## config.mk

```make
export PLATFORM = sky130hd
export DESIGN_NAME = mm64_div_stage
export DESIGN_NICKNAME = d
export VERILOG_FILES = /design/src/rtl/core/mm64_pkg.sv /design/src/rtl/core/mm64_div_stage.sv
export SDC_FILE = /design/constraint.sdc
export NUM_CORES = 1
export LEC_CHECK = 0
export ABC_AREA = 1
export BUFFER_PORTS_ARGS = -buffer_cell sky130_fd_sc_hd__buf_4
export CORE_UTILIZATION = 39
export DETAILED_ROUTE_END_ITERATION = 10
export GPL_TIMING_DRIVEN = 1
export PLACE_DENSITY_LB_ADDON = 0.12
export SETUP_SLACK_MARGIN = 0.5
export SLEW_MARGIN = 20
export SYNTH_ARGS = -nofsm -noshare
export SYNTH_HDL_FRONTEND = slang
export SYNTH_SLANG_ARGS = --single-unit
```

## constraint.sdc

```tcl
create_clock -name clk -period 14.8 [get_ports clk]
set_input_delay 1.48 -clock clk [delete_from_list [all_inputs] [get_ports clk]]
set_output_delay 1.48 -clock clk [all_outputs]
set_load 0.05 [all_outputs]
```

## src/rtl/core/mm64_pkg.sv

```systemverilog
// mm64_pkg: shared types and constants for the modular multiply block.
// No dependencies.
package mm64_pkg;

  localparam int WORD_BITS_DEF = 64;
  localparam int FIELD_BITS    = 64;

  typedef struct packed {
    logic [FIELD_BITS-1:0] operand_a;
    logic [FIELD_BITS-1:0] operand_b;
    logic [FIELD_BITS-1:0] modulus;
  } in_word_t;

  typedef struct packed {
    logic [FIELD_BITS-1:0] remainder;
    logic [FIELD_BITS-1:0] quotient;
    logic                  error_flag;
  } out_word_t;

endpackage

```

## src/rtl/core/mm64_div_stage.sv

```systemverilog
// mm64_div_stage: one registered stage of restoring division, STEPS
// quotient bits per stage. Depends on mm64_pkg.
module mm64_div_stage
  import mm64_pkg::*;
#(
  parameter int WB    = WORD_BITS_DEF,
  parameter int STEPS = 4
) (
  input  logic          clk,
  input  logic          rst,
  input  logic          en,
  input  logic          vld_in,
  input  logic [WB-1:0] rem_in,
  input  logic [WB-1:0] num_in,   // low dividend bits, MSB next
  input  logic [WB-1:0] quo_in,
  input  logic [WB-1:0] den_in,
  input  logic          err_in,
  output logic          vld,
  output logic [WB-1:0] rem,
  output logic [WB-1:0] num,
  output logic [WB-1:0] quo,
  output logic [WB-1:0] den,
  output logic          err
);

  logic [WB-1:0] rem_next, num_next, quo_next;

  always_comb begin
    logic [WB:0] sh;
    rem_next = rem_in;
    num_next = num_in;
    quo_next = quo_in;
    for (int i = 0; i < STEPS; i++) begin
      sh       = {rem_next, num_next[WB-1]};
      num_next = {num_next[WB-2:0], 1'b0};
      if (sh >= {1'b0, den_in}) begin
        sh       = sh - {1'b0, den_in};
        quo_next = {quo_next[WB-2:0], 1'b1};
      end else begin
        quo_next = {quo_next[WB-2:0], 1'b0};
      end
      rem_next = sh[WB-1:0];
    end
  end

  always_ff @(posedge clk) begin
    if (rst) begin
      vld <= 1'b0;
    end else if (en) begin
      vld <= vld_in;
    end
    if (en) begin
      rem <= rem_next;
      num <= num_next;
      quo <= quo_next;
      den <= den_in;
      err <= err_in;
    end
  end

endmodule

```

# Word level (Yosys, flattened, before mapping)

Cells that the tools add are included.

Word-level logic and storage cells: 22
Output and inout port bits: 258
Bits in registers: 254
Bits of input ports: 261

Multiplexer cells: 8
Add/subtract/negate cells: 4
Order comparisons: 4

Operators by type and width:

| kind           | number |
|---|---|
| $ge 65x64->1   | 4 |
| $mux 64        | 4 |
| $sub 64x64->64 | 4 |
| $mux 1         | 4 |

# Longest topological paths before layout

Gate-level depths: netlist of the first run.

Word-level depth: 8
Depth in mapped cells: 75
Mapped depth without buffers: 71

# Worst setup path after synthesis of the first run

No wires, ideal clock.

Kind: in2reg
Start: input num_in[63]
End: register rem[38], data pin
Setup time: 253 ps
Slack: 5297 ps
Data required time: 14547 ps
Buffers on the path: 4
Stages on the path: 70
Arrival time: 9250 ps
Path through: inv_1 ha_1 inv_1 fa_1 inv_1 nor2_1 or2_2 nand2_1 nand2_1 nand2_1 nand2_1 nand2_1 nand2_1 or2_2 nand3_1 o21a_1 inv_1 ha_1 [34 not listed] a21o_1 nand2_1 nand2_1 a21oi_1 o21bai_1 nand2_1 nand2_1 nand3_1 nand2_1 nand2_1 nand2_1 inv_1 o21ai_0 nand3_1 nand3_1 nand2_1 nand2_1 nand2_1

Cells in the longest elaborated chain, start to end: 8
Elaborated cells on any way between the ends: 12
Those cells by class: add/sub: 4; order compare: 4; mux: 4

RTL lines:

| element                                        | line                                       | text |
|---|---|---|
| from (decl)                                    | mm64_div_stage.sv:14                       | `input logic [WB-1:0] num_in,` |
| $sub 64x64->64 or $ge 65x64->1 (tied branches) | mm64_div_stage.sv:37, mm64_div_stage.sv:36 |  |
| $mux 64 (*)                                    | mm64_div_stage.sv:36                       | `if (sh >= {1'b0, den_in}) begin` |
| $sub 64x64->64 or $ge 65x64->1 (tied branches) | mm64_div_stage.sv:37, mm64_div_stage.sv:36 |  |
| $mux 64 (*)                                    | mm64_div_stage.sv:36                       |  |
| $sub 64x64->64 or $ge 65x64->1 (tied branches) | mm64_div_stage.sv:37, mm64_div_stage.sv:36 |  |
| $mux 64 (*)                                    | mm64_div_stage.sv:36                       |  |
| $sub 64x64->64 or $ge 65x64->1 (tied branches) | mm64_div_stage.sv:37, mm64_div_stage.sv:36 |  |
| $mux 64 (*)                                    | mm64_div_stage.sv:36                       |  |
| net rem_next[38]                               | mm64_div_stage.sv:26                       | `logic [WB-1:0] rem_next, num_next, quo_next;` |
| to (signal assigned)                           | mm64_div_stage.sv:53                       | `rem <= rem_next;` |
| to (decl)                                      | mm64_div_stage.sv:19                       | `output logic [WB-1:0] rem,` |

The timed path passes the listed nets; every way through them passes the cells marked *.
A chain may end at the register's enable or synchronous reset.

# Worst setup path after layout of the first run

Start: input den_in[53]
End: register rem[13], data pin

Cells in the longest elaborated chain, start to end: 8
Elaborated cells on any way between the ends: 12
Those cells by class: add/sub: 4; order compare: 4; mux: 4

RTL lines:

| element                                        | line                                       | text |
|---|---|---|
| from (decl)                                    | mm64_div_stage.sv:16                       | `input logic [WB-1:0] den_in,` |
| $sub 64x64->64 or $ge 65x64->1 (tied branches) | mm64_div_stage.sv:37, mm64_div_stage.sv:36 |  |
| $mux 64                                        | mm64_div_stage.sv:36                       |  |
| $sub 64x64->64 or $ge 65x64->1 (tied branches) | mm64_div_stage.sv:37, mm64_div_stage.sv:36 |  |
| $mux 64                                        | mm64_div_stage.sv:36                       |  |
| $sub 64x64->64 or $ge 65x64->1 (tied branches) | mm64_div_stage.sv:37, mm64_div_stage.sv:36 |  |
| $mux 64                                        | mm64_div_stage.sv:36                       |  |
| $ge 65x64->1 or $sub 64x64->64 (tied branches) | mm64_div_stage.sv:36, mm64_div_stage.sv:37 |  |
| $mux 64 (*)                                    | mm64_div_stage.sv:36                       |  |
| net rem_next[13]                               | mm64_div_stage.sv:26                       |  |

Marked as above.

==> impl_metrics.csv, run 1 <==
group,metric,value,unit
setup_path,critPathMaxFanout,51,
pwr,power.density,241,nW/um^2
detailed_routing,ant_nets,0,
pwr,leakage,18.3,nW
setup_path,cp_common_cell,"nand2_1",
cells_and_area,drive_gt1_share,12.7,%
synthesis,synth_cell_types,51,
setup_path,reg2reg_from,"vld",
sta,fin_crit_sh,89.5,%
detailed_routing,wl_per_cell,21.1,um
cells_and_area,finalNetCount,5776,
die,floorplan.core_area,76500,sq um
synthesis,yosys-top-cells-area,"edfxtp_1, nand2_1, ha_1",
detailed_routing,met1_length,55300,um
clock_network,htree_levels,1,
grt,first_global_vias,30100,
synthesis,ys.flop_type,"edfxtp_1",
die,die_x,281,um
setup_path,worstSetupPathType,"input port to flop",
detailed_routing,dr_wl_met3,12300,um
setup_path,cp_data_arrival_time,13.68,ns
clock_network,insertion_delay,0.58,ns
detailed_routing,vias_per_cell,5.25,
grt,antenna_found_initial,3,
synthesis,ys_seq_area_share,25.1,%
setup_path,regToRegEndpoint,"vld",
sta,skew,0,ns
pwr,p_sw_share,57.7,%
clock_network,cts_hold_buffers,0,
hold_path,worst_hold_path_type,"flop to flop",
clock_network,clockBufferDepth,3,
clock_network,clkTransAtPathRegs,0.06,ns
placed_design,gp_congestion,1.10,
detailed_routing,wirelength,133000,um
sta,fin_crit,13.24,ns
clock_network,numCtsBuffers,29,
setup_path,worst-path-buf-inv,8,
placed_design,dp_hpwl,113000,um
sta,relSlewSlack,33.1,%
pwr,clock_power_share,8.6,%
synthesis,syn_area_per_cell,6.37,sq um
pwr,p_seq_share,13.1,%
clock_network,clock-sinks,254,
sta,tightest_slew,0.994,ns
placed_design,place_ws,1.55,ns
sta,setup_ws,1.56,ns
synthesis,synth_edf_count,253,
grt,grt-ovfl-total,0,
clock_network,tritoncts,"built",
pwr,p_int,0.00368,W
clock_network,cts_setup_buffers,0,
outcome,status,"finished clean",
setup_path,max_stage_delay,0.68,ns
sta,hold_viol,0,
sta,setup_viol,0,
synthesis,yosysMostFrequentCell,"nand2_1",
synthesis,netlist_area,30300,sq um
cells_and_area,fin_cells,6311,
detailed_routing,drtIter0Drc,3313,
hold_path,hold-path-endpoint,"vld",
hold_path,worstHoldPathCells,2,
hold_path,hold_start,"vld",
detailed_routing,wl_met2,59400,um
synthesis,synth_top_area_share,25.1,%
die,num_rows,101,
pwr,p_sw,0.00503,W
die,die_h,281,um
synthesis,yosys.area.top_type,"edfxtp_1",
clock_network,cts_resized,0,
synthesis,ys_ff_latch,254,
grt,grt_max_degree,79,
setup_path,cp-start-kind,"input port",
placed_design,place_inst,6254,
pwr,vdd_drop_max,0.224,mV
detailed_routing,dr.pass1.iters,7,
sta,holdWs,0.512,ns
detailed_routing,drc,0,
synthesis,synth_warnings,0,
sta,slew_violations,0,
sta,fin_tns_setup,0,ns
synthesis,synthArstFlopShare,0,%
cells_and_area,area_growth_syn_to_layout,19.5,%
setup_path,worstSetupEndpointType,"flop",
grt,grt_usage,32.6,%
die,die-area,78800,sq um
setup_path,crit_path_top_delay_cell,"nor2_4",
synthesis,synth_cells,4755,
die,initial_core_util,39.6,%
die,io_pins,519,
detailed_routing,top_layer_used,"met4",
flow_run,maxCapViolations,0,
setup_path,cp.required,15.24,ns
detailed_routing,vias,33100,
sta,fmax,75.5,MHz
setup_path,ff2ff_path_depth,2,
setup_path,cpLargestDelayFamily,"simple AND/OR/NAND/NOR gates",
synthesis,synthTopCellsByCount,"nand2_1, inv_1, nor2_1, a21oi_1, nand3_1",
clock_network,clock-root-buffer,"clkbuf_16",
sta,rsz0062_at_grt,"false",
setup_path,rrSetupSlack,14.21,ns
pwr,p_comb_share,78.2,%
grt,grt_pass1_wl,190000,um
placed_design,io_buffers,510,
area by class of cell:
type	count	area, sq um
Sequential cell	254	7620
Tap cell	1030	1290
Inverter	786	2950
Antenna cell	3	7.51
Fill cell	8175	40200
Clock inverter	20	241
Timing Repair Buffer	539	4100
Clock buffer	34	744
Multi-Input combinational cell	3645	19300
flip-flops by register name, summed over array words and instances (netlist names):
name and flops:
den 64, quo 64, rem 64, num 60, err 1, vld 1
through the flow:
| step | area (sq um) | util, % | power, W |
|---|---|---|---|
| after global placement | 35200 | 46.1 | 0.00782 |
| after CTS | 36200 | 47.3 | 0.00864 |
| final | 36200 | 47.4 | 0.00871 |
| after floorplan | 30300 | - | 0.00599 |
| after global routing | 36200 | 47.4 | 0.00941 |
| after detailed placement | 35200 | 46.1 | 0.00784 |
cell families after synthesis:
kind of cell               share of synthesized area (%)
AOI/OAI and AO/OA                                   13.0
xor gates and xnor gates                            5.87
adders and majority gates                           10.8
buffers and inverters                               11.5
DFF                                                 25.1
muxes                                             0.0330
other                                             0.0124
and+or+nand+nor                                     33.6
layout by cell type (no fill, tap or decap), drive strengths merged, types with 3 or more instances in the layout:
cell      synthesis  layout
a21o             35      35
clkinvlp          0       5
inv             786     788
o211ai           12      12
bufinv            0       4
and2              3       3
o21bai           36      36
nand4            58      58
ha              256     256
nand3           313     313
or2              11      11
nand2          1460    1460
nor2            540     540
o21a             25      25
clkbuf            6      34
a31oi            40      40
nand3b           14      14
fa                4       4
nor3             43      43
o221ai            7       7
nor4             21      21
clkinv            0       9
edfxtp          253     253
xnor2            89      89
buf              67     539
a21boi            8       8
xor2            114     114
o21ai           203     203
a21oi           342     342
diode             0       3
conb              1       4
metal layers:
| metal | vias up | GRT usage, % |
|---|---|---|
| li1 | 16400 | - |
| met1 | 15000 | 42.3 |
| met2 | 1494 | 52.7 |
| met3 | 201 | 6.03 |
| met4 | 0 | 14.0 |
| met5 | - | 0 |
tightest hold or removal path, delay by kind of cell, from the launching register on:
kind,cells,cell delay [ns]
DFF,1,0.33
and+or+nand+nor,1,0.08
muxes,1,0.07
power groups by stage:
stage               registers [W]  logic [W]  clock network (W)
floorplan                 0.00165    0.00433                  0
global placement          0.00116    0.00666                  0
detailed placement        0.00116    0.00668                  0
CTS                       0.00115    0.00671           0.000778
global route              0.00116    0.00746           0.000794
finish                    0.00115    0.00682           0.000751
how the worst max path moves through the flow:
stage / from / end / slack (ns) / cells after the start
6_report: den_in[53] / rem[13] / 1.56 / 55
5_1_grt: den_in[53] / rem[21] / 1.05 / 58
4_1_cts: den_in[53] / rem[13] / 2.15 / 57
3_5_place_dp: den_in[53] / rem[33] / 1.55 / 57
3_3_place_gp: den_in[53] / rem[33] / 1.54 / 57
2_1_floorplan: num_in[63] / rem[38] / 5.30 / 70
Note: power is estimated with default switching activity, not from simulation.
==> run 2, diff against run 1 <==
- PLACE_DENSITY: default -> 0.59
- PLACE_DENSITY_LB_ADDON: 0.12 -> default
==> run 2 against run 1 <==
Flip-flop and latch count unchanged. Combinational power is 1% higher. Sequential share of layout area hardly changed. Critical path depth increased by 3. Final area about the same. Register-to-register slack is essentially flat. Power is 0.78% higher. Largest cell class unchanged.
==> impl_metrics.csv, run 2 (synthesized netlist as in run 1, its figures left out) <==
group,metric,value,unit
setup_path,critPathMaxFanout,53,
outcome,status,"finished clean",
grt,grt_max_degree,167,
die,io_pins,519,
cells_and_area,fillers,8158,
grt,grt_use_met3,3.77,%
setup_path,cp-endpoint,"rem[50]",
detailed_routing,dr.pass1.iters,6,
cells_and_area,finalNetCount,5790,
sta,fmax,73.6,MHz
pwr,p_comb_share,78.8,%
pwr,vdd_drop_max,0.212,mV
die,floorplan.core_area,76500,sq um
setup_path,rrSetupSlack,14.22,ns
setup_path,regToRegEndpoint,"vld",
detailed_routing,ant_nets,0,
detailed_routing,drtIter0Drc,3532,
clock_network,clock-sinks,254,
setup_path,max_stage_delay,0.94,ns
pwr,clock_power_share,8.1,%
pwr,p_int,0.00367,W
detailed_routing,wl_per_cell,22.3,um
clock_network,insertion_delay,0.59,ns
setup_path,critical_path.startpoint,"den_in[16]",
placed_design,dp_hpwl,121000,um
clock_network,clock-root-buffer,"clkbuf_16",
clock_network,htree_levels,1,
flow_run,maxCapViolations,0,
pwr,p_seq_share,13.0,%
cells_and_area,fin_area,36200,sq um
clock_network,cts_hold_buffers,0,
clock_network,clockBufferDepth,3,
sta,fin_crit_sh,91.7,%
sta,rsz0062_at_grt,"false",
sta,hold_viol,0,
setup_path,cp.required,15.28,ns
grt,grt_busiest_layer,"met2",
grt,grt_pass1_wl,200000,um
sta,slew_violations,0,
pwr,p_sw_share,58.2,%
clock_network,numCtsBuffers,29,
clock_network,tritoncts,"built",
cells_and_area,drive_gt1_share,12.7,%
cells_and_area,final_cell_mix,"nand2_1, inv_1, buf_4",
die,die_x,281,um
cells_and_area,top_regs,"den x64, quo x64, rem x64",
cells_and_area,final_util,47.4,%
sta,skew,0,ns
sta,fin_crit,13.58,ns
setup_path,cp_data_arrival_time,14.06,ns
grt,antenna_found_initial,4,
grt,grt_usage,34.5,%
placed_design,placed_area,35300,sq um
detailed_routing,vias,33500,
setup_path,reg2reg_from,"vld",
setup_path,ff2ff_path_depth,2,
clock_network,clkTransAtPathRegs,0.06,ns
setup_path,cp-start-kind,"input port",
placed_design,io_buffers,510,
sta,relSlewSlack,23.6,%
detailed_routing,drc,0,
grt,met2_usage,56.0,%
sta,setup_viol,0,
detailed_routing,wirelength,141000,um
cells_and_area,area_growth_syn_to_layout,19.5,%
setup_path,cp_common_cell,"nand2_1",
die,initial_core_util,39.6,%
grt,grt_use_met1,46.6,%
pwr,p_sw,0.00511,W
grt,first_global_vias,30800,
pwr,power.density,242,nW/um^2
grt,grt-ovfl-total,0,
hold_path,worst_hold_path_type,"flop to flop",
setup_path,worstSetupEndpointType,"flop",
cells_and_area,final_common_cell,"nand2_1",
die,num_rows,101,
detailed_routing,vias_per_cell,5.29,
die,die-area,78800,sq um
die,die_h,281,um
placed_design,gp_congestion,1.01,
sta,fin_tns_setup,0,ns
pwr,leakage,18.4,nW
setup_path,crit_path_top_delay_cell,"nor2_2",
setup_path,worstSetupPathType,"input port to flop",
sta,tightest_slew,1.14,ns
## run 2: critical path, delay by kind of cell
kind,cells,cell delay [ns]
buffers and inverters,9,1.63
and+or+nand+nor,32,5.96
adders and majority gates,4,1.55
AOI/OAI and AO/OA,13,3.30
## run 2: power by group through the flow
stage,sequential (W),combinational (W),clock [W]
finish,0.00115,0.00692,0.000713
global route,0.00116,0.00756,0.000756
CTS,0.00115,0.00679,0.000733
detailed placement,0.00116,0.00675,0
global placement,0.00116,0.00674,0
floorplan,0.00165,0.00433,0
## run 2: area by class of cell
type,count,area (sq um),share of cell area [%]
diodes,4,10.0,0.0276
clock buffers,38,759,2.10
clock inverters,13,154,0.425
inverters,786,2950,8.14
multi-input cells,3646,19300,53.2
flip-flops and latches,254,7620,21.0
well taps,1030,1290,3.56
repair buffers,552,4190,11.6
## run 2: what timing repair did
item | CTS | global route
setup endpoints to repair | 0 | 31
buffers inserted | 0 | 1
resized for setup | 0 | 1
## run 2: worst min-delay path by stage
stage               from  slack (ns)   to  cells after the start
finish               vld        0.50  vld                      2
global route         vld        0.55  vld                      2
CTS                  vld        0.51  vld                      2
detailed placement   vld        0.49  vld                      2
global placement     vld        0.48  vld                      2
floorplan            vld        0.73  vld                      2
## run 2: metrics by stage
| step | hold slack (ns) | setup WS [ns] | std cells | total power, W |
|---|---|---|---|---|
| finish | 0.503 | 1.22 | 6323 | 0.00878 |
| global route | 0.553 | 0.534 | 6323 | 0.00947 |
| global placement | 0.480 | 0.878 | 6266 | 0.00790 |
| detailed placement | 0.493 | 0.851 | 6266 | 0.00792 |
| floorplan | 0.733 | 5.30 | 4758 | 0.00599 |
| CTS | 0.507 | 1.44 | 6317 | 0.00867 |
## run 2: per-layer routing
metal | vias up | routed length (um) | share of wire [%]
met1 | 15400 | 61700 | 44
met4 | 0 | 5880 | 4.2
met5 | - | 0 | 0
met3 | 199 | 10800 | 7.7
li1 | 16400 | - | -
met2 | 1418 | 62400 | 44
